`src/hw/rtl/prat_pkg.sv`:
```
// Shared types and constants for the page run allocator with translate.
package prat_pkg;

  // Request word: one allocate, deallocate or translate command.
  typedef struct packed {
    logic [1:0]  kind;
    logic [31:0] request_bytes;
    logic [31:0] backing_base;
    logic [31:0] address;
    logic [12:0] access_length;
    logic        is_exec;
  } req_t;

  // Response word.
  typedef struct packed {
    logic        status;
    logic [31:0] result_address;
  } rsp_t;

  // Configuration register file contents.
  typedef struct packed {
    logic [31:0] region_base;
    logic [31:0] region_limit;
    logic [31:0] max_request_bytes;
  } cfg_t;

  // Shared adder/subtractor request and response.
  typedef struct packed {
    logic [32:0] a;
    logic [32:0] b;
    logic        sub;
  } alu_req_t;

  typedef struct packed {
    logic [33:0] res;
    logic        borrow;
    logic        zero;
  } alu_rsp_t;

  localparam logic [1:0] KIND_ALLOC   = 2'd0;
  localparam logic [1:0] KIND_DEALLOC = 2'd1;
  localparam logic [1:0] KIND_XLATE   = 2'd2;

  localparam int CFG_AW = 4;

  localparam logic [1:0] REG_REGION_BASE  = 2'd0;
  localparam logic [1:0] REG_REGION_LIMIT = 2'd1;
  localparam logic [1:0] REG_MAX_REQ      = 2'd2;

  localparam logic [31:0] RST_REGION_BASE  = 32'd0;
  localparam logic [31:0] RST_REGION_LIMIT = 32'd1048576;
  localparam logic [31:0] RST_MAX_REQ      = 32'd1048576;

endpackage

```
`src/hw/rtl/prat_alu.sv`:
```
// Shared 33-bit add/subtract unit with borrow and zero flags.
module prat_alu
  import prat_pkg::*;
(
  input  alu_req_t req_i,
  output alu_rsp_t rsp_o
);

  logic [33:0] opb;
  logic [33:0] sum;

  assign opb = req_i.sub ? ~{1'b0, req_i.b} : {1'b0, req_i.b};
  assign sum = {1'b0, req_i.a} + opb + {33'd0, req_i.sub};

  assign rsp_o.res    = sum;
  assign rsp_o.borrow = req_i.sub & sum[33];
  assign rsp_o.zero   = (sum == '0);

endmodule

```
`config.mk`:
```
export PLATFORM = sky130hd
export DESIGN_NAME = prat_alu
export DESIGN_NICKNAME = d
export VERILOG_FILES = /design/src/hw/rtl/prat_pkg.sv /design/src/hw/rtl/prat_alu.sv
export SDC_FILE = /design/constraint.sdc
export NUM_CORES = 1
export LEC_CHECK = 0
export BUFFER_PORTS_ARGS = -buffer_cell sky130_fd_sc_hd__buf_2
export CAP_MARGIN = 20
export CELL_PAD_IN_SITES_DETAIL_PLACEMENT = 1
export CELL_PAD_IN_SITES_GLOBAL_PLACEMENT = 1
export CORE_MARGIN = 2
export CORE_UTILIZATION = 30
export DETAILED_ROUTE_END_ITERATION = 6
export PLACE_DENSITY = 0.78
export RECOVER_POWER = 25
export SYNTH_ARGS = -nofsm -noshare
export SYNTH_HDL_FRONTEND = slang
export SYNTH_SLANG_ARGS = --single-unit
```
`constraint.sdc`:
```
create_clock -name vclk -period 6.1
set_input_delay 0.61 -clock vclk [all_inputs]
set_output_delay 0.61 -clock vclk [all_outputs]
set_load 0.03 [all_outputs]
```
==> results_dict.tcl <==
set metrics [dict create \
    grt_pass1_vias 3879 \
    power_frac_seq 0 \
    post-route-cell-area_um2 3945 \
    start_kind "input pin" \
    setup_viol 2 \
    min_period_ps 6404 \
    internal_power_mw 0.3432 \
    ys_warn_count 0 \
    via_per_inst 5.779 \
    seq_cell_count 0 \
    p_sw_frac 0.6081 \
    yosys.area.top_type "ha_1" \
    dr.first_iter.drc_count 137 \
    place_congestion 0.8389 \
    post_drt_wl_per_cell_um 22.13 \
    antenna_found_initial 0 \
    irDropWorstVdd_mv 0.07711 \
    core-area_um2 7253 \
    max_stage_delay_ps 510 \
    vias 3531 \
    period_share 1.050 \
    ant_nets 0 \
    crit_path_frequent_cell "buf_12" \
    startpoint "req_i[0]" \
    drc 0 \
    endpoint "rsp_o[0]" \
    die_w_um 90.55 \
    synthTopCellsByArea "ha_1 20%, xor2_1 18%, a21oi_1 6.0%, xnor2_1 5.5%, nand2_1 4.7%" \
    synth_nets 413 \
    hp-start "req_i[34]" \
    synth_top_area_frac 0.2004 \
    antenna_cells 0 \
    use_met1 0.3184 \
    finalSetupTns_ps -354.1 \
    drv_slew 0 \
    drt_wl_total_um 13520 \
    drive_gt1_frac 0.4668 \
    clock_power_share 0 \
    power.share.combinational 1.000 \
    fin_cells 611 \
    finalNetCount 618 \
    ios 103 \
    start_util 0.3098 \
    maxCapViolations 0 \
    slew_headroom 0.5133 \
    place_inst 563 \
    avgSynthCellArea_um2 7.272 \
    first_pass_iters 4 \
    numPortBuffers 103 \
    fillCellCount 929 \
    crit_arrival_ps 5790 \
    dp_hpwl_um 7815 \
    ctsHoldBuffers 0 \
    hp-class "input pin to primary output" \
    synth_cells 309 \
    cp-end-kind "primary output" \
    crit_slowest_cell "or4_1" \
    rows 31 \
    violations "negative setup slack" \
    dpl_cell_area_um2 3338 \
    crit_fanout 8 \
    fp.dieArea_um2 8198 \
    register_area_um2 0 \
    netlist_area_um2 2247 \
    multi_input_area_um2 2382 \
    nClkBuffers 0 \
    grt_max_degree 13 \
    cp_data_required_time_ps 5490 \
    track_usage 0.3036 \
    status "complete, but fails checks" \
    setup_ws_ps -303.9 \
    finalPower_mw 0.8759 \
    synthDistinctLibCells 55 \
    fp.dieH_um 90.55 \
    powerDensity_nw_per_um2 222.0 \
    layout_common_cells "105 x buf_4, 93 x buf_2, 41 x xor2_1" \
    worstMarginPinSlew_ps 725.7 \
    hold_viol_final 0 \
    grt_setup_unrepaired "true" \
    grt_use_met3 0.04341 \
    grt_pass1_wl_um 20290 \
    yosysSeqAreaShare 0 \
    grt_busiest_layer "met2" \
    area_growth_pct 75.56 \
    power.switching_mw 0.5326 \
    fmax_ghz 0.1562 \
    p_leak_nw 2.017 \
    grt-ovfl-total 0 \
    crit_type "input pin to primary output" \
    use_met2 0.5628 \
    final_common_cell "buf_4" \
    worst_hold_slack_ps 1709 \
]
==> timing repair <==
action,CTS,global route
pin swaps,25,21
endpoints found under the setup margin,1,2
setup buffers,45,2
gates resized for setup,33,14
cloned,1,0
==> routing by layer <==
metal  wire length (µm)  up-vias
li1                   -     1555
met1               4890     1700
met2               6709      202
met3                853       74
met4               1070        0
met5                  0        -
==> logic make-up after synthesis <==
| family | count (synthesis) | synth area share |
|---|---|---|
| multiplexers | 3 | 0.01893 |
| adder cells (fa/ha/maj) | 37 | 0.2094 |
| AO/OA/AOI/OAI | 103 | 0.3062 |
| XOR/XNOR | 59 | 0.2300 |
| buffers and inverters | 23 | 0.03897 |
| AND/OR/NAND/NOR | 84 | 0.1966 |
==> worst min path at each step <==
stage	endpoint	cells after the start
after CTS	rsp_o[2]	3
after floorplan	rsp_o[2]	1
after global routing	rsp_o[2]	3
after detailed placement	rsp_o[2]	3
final	rsp_o[2]	3
after global placement	rsp_o[2]	3
==> power groups by stage <==
stage / Sequential, mW / Combinational (mW) / Clock (mW)
2_1_floorplan: 0 / 0.447 / 0
3_3_place_gp: 0 / 0.675 / 0
3_5_place_dp: 0 / 0.690 / 0
4_1_cts: 0 / 0.790 / 0
5_1_grt: 0 / 0.914 / 0
6_report: 0 / 0.876 / 0
==> final cells by class <==
type                       count  share of cell area
multi-input combinational    286              0.6039
inverter                      16             0.01522
timing repair buffer         210              0.3495
tap                           99             0.03140
==> synthesized netlist by cell type, types with 2 or more instances <==
library cell / count
xor2_1: 45
o211ai_1: 3
a21oi_1: 27
o221ai_1: 2
nand2_1: 28
o21ai_0: 11
and4_1: 5
or4_1: 2
o311ai_1: 2
or3_1: 2
clkbuf_1: 3
a21boi_1: 2
a31oi_1: 9
xnor2_1: 14
and2_1: 3
ha_1: 36
o21bai_1: 6
o31ai_1: 2
and3_1: 3
nand3_1: 6
o2111ai_1: 2
nand2b_1: 4
nor3_1: 4
mux2i_1: 2
nor4_1: 2
nor2_1: 13
nor2b_1: 2
buf_1: 3
a211oi_1: 5
o21a_1: 4
a21o_1: 12
nand4_1: 3
o21ai_1: 5
inv_1: 16
==> through the flow <==
| stage | worst slack [ps] | utilization |
|---|---|---|
| 5_1_grt | -415.7 | 0.5439 |
| 4_1_cts | -29.35 | 0.5329 |
| 2_1_floorplan | 32.73 | - |
| 3_5_place_dp | -214.2 | 0.4602 |
| 6_report | -303.9 | 0.5439 |
| 3_3_place_gp | -60.86 | 0.4602 |
==> worst max-delay path: cells and delay by family <==
family	cells	cell delay, ps
compound gates	8	1420
simple gates	9	2310
xor+xnor	1	190
buf+inv	5	670
fa+ha+maj	2	590
(Power assumes the default switching activity.)
