**src/hw/rtl/prat_pkg.sv**
```systemverilog
// Shared types and constants for the page run allocator with translate.
package prat_pkg;

  // Request word: one allocate, deallocate or translate command.
  typedef struct packed {
    logic [1:0]  kind;
    logic [31:0] request_bytes;
    logic [31:0] backing_base;
    logic [31:0] address;
    logic [12:0] access_length;
    logic        is_exec;
  } req_t;

  // Response word.
  typedef struct packed {
    logic        status;
    logic [31:0] result_address;
  } rsp_t;

  // Configuration register file contents.
  typedef struct packed {
    logic [31:0] region_base;
    logic [31:0] region_limit;
    logic [31:0] max_request_bytes;
  } cfg_t;

  // Shared adder/subtractor request and response.
  typedef struct packed {
    logic [32:0] a;
    logic [32:0] b;
    logic        sub;
  } alu_req_t;

  typedef struct packed {
    logic [33:0] res;
    logic        borrow;
    logic        zero;
  } alu_rsp_t;

  localparam logic [1:0] KIND_ALLOC   = 2'd0;
  localparam logic [1:0] KIND_DEALLOC = 2'd1;
  localparam logic [1:0] KIND_XLATE   = 2'd2;

  localparam int CFG_AW = 4;

  localparam logic [1:0] REG_REGION_BASE  = 2'd0;
  localparam logic [1:0] REG_REGION_LIMIT = 2'd1;
  localparam logic [1:0] REG_MAX_REQ      = 2'd2;

  localparam logic [31:0] RST_REGION_BASE  = 32'd0;
  localparam logic [31:0] RST_REGION_LIMIT = 32'd1048576;
  localparam logic [31:0] RST_MAX_REQ      = 32'd1048576;

endpackage

```
**src/hw/rtl/prat_cfg.sv**
```systemverilog
// APB-style configuration registers: region base, region limit, size limit.
module prat_cfg
  import prat_pkg::*;
(
  input  logic              clk_i,
  input  logic              rst_ni,
  input  logic              psel,
  input  logic              penable,
  input  logic              pwrite,
  input  logic [CFG_AW-1:0] paddr,
  input  logic [31:0]       pwdata,
  output logic [31:0]       prdata,
  output logic              pready,
  output cfg_t              cfg_o
);

  cfg_t cfg_q;
  logic wr_en;

  assign pready = 1'b1;
  assign wr_en  = psel & penable & pwrite & pready;

  always_ff @(posedge clk_i or negedge rst_ni) begin
    if (!rst_ni) begin
      cfg_q.region_base       <= RST_REGION_BASE;
      cfg_q.region_limit      <= RST_REGION_LIMIT;
      cfg_q.max_request_bytes <= RST_MAX_REQ;
    end else if (wr_en) begin
      case (paddr[CFG_AW-1:2])
        REG_REGION_BASE: begin
          cfg_q.region_base <= pwdata;
        end
        REG_REGION_LIMIT: begin
          cfg_q.region_limit <= pwdata;
        end
        REG_MAX_REQ: begin
          cfg_q.max_request_bytes <= pwdata;
        end
        default: begin
        end
      endcase
    end
  end

  always_comb begin
    case (paddr[CFG_AW-1:2])
      REG_REGION_BASE:  prdata = cfg_q.region_base;
      REG_REGION_LIMIT: prdata = cfg_q.region_limit;
      REG_MAX_REQ:      prdata = cfg_q.max_request_bytes;
      default:          prdata = '0;
    endcase
  end

  assign cfg_o = cfg_q;

endmodule

```
**config.mk**
```make
export PLATFORM = sky130hd
export DESIGN_NAME = prat_cfg
export DESIGN_NICKNAME = d
export VERILOG_FILES = /design/src/hw/rtl/prat_pkg.sv /design/src/hw/rtl/prat_cfg.sv
export SDC_FILE = /design/constraint.sdc
export NUM_CORES = 1
export LEC_CHECK = 0
export BUFFER_PORTS_ARGS = -buffer_cell sky130_fd_sc_hd__buf_2
export CORE_MARGIN = 5
export CORE_UTILIZATION = 44
export CTS_BUF_LIST = sky130_fd_sc_hd__clkbuf_2 sky130_fd_sc_hd__clkbuf_4 sky130_fd_sc_hd__clkbuf_8
export CTS_CLUSTER_SIZE = 30
export DETAILED_ROUTE_END_ITERATION = 7
export HOLD_SLACK_MARGIN = 0.08
export MAX_ROUTING_LAYER = met4
export PLACE_DENSITY = 0.72
export SLEW_MARGIN = 20
export SYNTH_ARGS = -nofsm -noshare
export SYNTH_HDL_FRONTEND = slang
export SYNTH_SLANG_ARGS = --single-unit
export TNS_END_PERCENT = 100
```
**constraint.sdc**
```tcl
create_clock -name clk_i -period 1.65 [get_ports clk_i]
set_clock_uncertainty 0.15 [all_clocks]
set_input_delay 0.33 -clock clk_i [delete_from_list [all_inputs] [get_ports clk_i]]
set_output_delay 0.33 -clock clk_i [all_outputs]
set_load 0.02 [all_outputs]
```
==> impl_metrics.json <==
{
  "critPathKind": "flip-flop to output port",
  "worst_slack_ns": -0.0667,
  "fp.dieW_um": 110,
  "io_pins": 170,
  "hold_viol": 0,
  "crit_path_end_kind": "output port",
  "r2r-end": "cfg_o[40]$_DFFE_PN0P_",
  "cp_max_fo": 2,
  "num_antenna_cells": 0,
  "max_stage_delay_ns": 0.54,
  "vias_per_cell": 5.02,
  "wl_per_cell_um": 18.2,
  "failed_checks": "negative setup slack",
  "place_congestion": 0.777,
  "fp.dieArea_um2": 12000,
  "crit_required_ns": 1.17,
  "rsz0062_at_grt": "yes",
  "yosys_warnings": 0,
  "clkTransAtPathRegs_ns": 0.08,
  "cts_tree": "built",
  "grt_antenna_before_repair": 0,
  "p_total_uw": 8570,
  "critPathTopFamily": "flip-flops",
  "fmax_mhz": 583,
  "drv_cap": 0,
  "ys_seq_area_share_pct": 55.0,
  "status": "finished with violations",
  "fin_crit_sh_pct": 104,
  "drtAntennaViolNets": 0,
  "setup_viol": 5,
  "totalWireLength_um": 12900,
  "worst_skew_pair.late_latency_ns": 0.35,
  "hp-class": "input pin to flip-flop",
  "cp-start-kind": "flip-flop",
  "drc_errors": 0,
  "io_buffers": 166,
  "layout_common_cells": "132 x buf_2, 94 x dfrtp_1, 64 x mux2_2",
  "final_common_cell": "buf_2",
  "core-area_um2": 9730,
  "start_util_pct": 45.0,
  "areaGrowthSynthToFinish_pct": 54.6,
  "largest_register_ffs": 96,
  "drtIter0Drc": 131,
  "vias": 3566,
  "p_per_area_nw_per_um2": 1270,
  "r2r_cells": 3,
  "final_layout_size_suffix_gt1_share_pct": 67.4,
  "holdPathStages": 2,
  "cts.sinks": 96,
  "fill_cells": 686,
  "synth_seq_cells": 96,
  "dp_hpwl_um": 8630,
  "cts-root-buf": "clkbuf_8",
  "clk_path_buf_depth": 2,
  "grt_max_degree": 37,
  "cts_buffers": 9,
  "r2r_slack_ns": 0.49,
  "hold_start": "pwdata[25]",
  "finalInstanceArea_um2": 6770,
  "fp-row-count": 36,
  "ir_drop_mv": 0.658,
  "crit_buf_inv": 1,
  "period_minus_slack_ns": 1.72,
  "die_y_um": 110,
  "holdPathEnd": "cfg_o[57]$_DFFE_PN0P_",
  "grt_pass1_wl_um": 19300,
  "crit_chain": "mux2i_1 -> o21ai_2 -> buf_6",
  "critPathSlowestCell": "dfstp_2",
  "grt_pass1_vias": 3631,
  "htreeDepth": 3,
  "syn_area_um2": 4380,
  "reg2reg_from": "cfg_o[40]$_DFFE_PN0P_",
  "nNetsFinal": 614,
  "netlist_instances": 316,
  "dpl-instance-area_um2": 5610,
  "leakage_uw": 0.00347,
  "crit_cells": 3,
  "syn_area_per_cell_um2": 13.8,
  "synth_cell_type_count": 18,
  "slew_violations": 0,
  "syn_nets": 357,
  "gr-total-overflow": 0,
  "first_pass_iters": 4,
  "crit_arrival_ns": 1.24,
  "tns_ns": -0.0951,
  "track_usage_pct": 21.5
}
## synthesized netlist by cell type (all sizes together)
cell type   n  area (um^2)
mux2       96         1190
dfrtp      94         2350
mux2i      32          320
nand2      32          120
o21ai      32          160
buf        15         98.8
clkbuf      7         26.3
dfstp       2         52.6
conb        1         3.75
nand3       1         10.0
nor2b       1         6.26
nor3        1         10.0
nor3b       1         12.5
or3b        1         8.76
## power by group
group / total [uW] / internal, uW / switching [uW]
clock: 1650 / 876 / 772
sequential: 3320 / 2910 / 415
combinational: 3600 / 1740 / 1850
## cell type report
cell class,count,area [um^2],area share [%]
Clock buffer,11,139,2.05
Timing Repair Buffer,268,1980,29.3
Sequential cell,96,2400,35.5
Multi-Input combinational cell,198,2000,29.6
Tap cell,133,166,2.46
Clock inverter,4,70.1,1.04
## per-layer routing
| metal | global-route usage [%] | up-vias | wire length, um |
|---|---|---|---|
| met5 | - | - | 0 |
| met4 | 7.93 | 0 | 286 |
| met3 | 2.70 | 24 | 641 |
| met2 | 35.5 | 121 | 6450 |
| met1 | 27.3 | 1790 | 5570 |
| li1 | - | 1631 | - |
## how the worst max path moves through the flow
stage / startpoint / end
final: cfg_o[52]$_DFFE_PN1P_ / prdata[20]
after global routing: cfg_o[52]$_DFFE_PN1P_ / prdata[20]
after CTS: cfg_o[52]$_DFFE_PN1P_ / prdata[20]
after detailed placement: pwrite / cfg_o[51]$_DFFE_PN0P_
after global placement: pwrite / cfg_o[47]$_DFFE_PN0P_
after floorplan: pwrite / cfg_o[43]$_DFFE_PN0P_
## stage by stage
stage	setup WS (ns)	utilization, %	hold slack [ns]	cells
6_report	-0.0667	69.5	0.103	710
5_1_grt	-0.119	69.5	0.0890	710
4_1_cts	-0.0897	66.3	0.0846	692
3_5_place_dp	-0.186	57.7	0.102	619
3_3_place_gp	-0.173	57.7	0.0989	619
2_1_floorplan	0.00123	-	-0.116	316
## timing repair
action / CTS / global route
pin swaps: 0 / 9
gates resized for setup: 37 / 52
cloned: 0 / 2
setup endpoints to repair: 32 / 33
hold buffers: 30 / 0
setup buffers: 28 / 16
endpoints found under the hold margin: 168 / 0
## cell families after synthesis
family / synth area share (%)
AOI/OAI and AO/OA: 3.66
other: 0.0857
muxes: 34.6
DFF: 55.0
buffers and inverters: 2.86
and+or+nand+nor: 3.83
(Power assumes the default switching activity.)
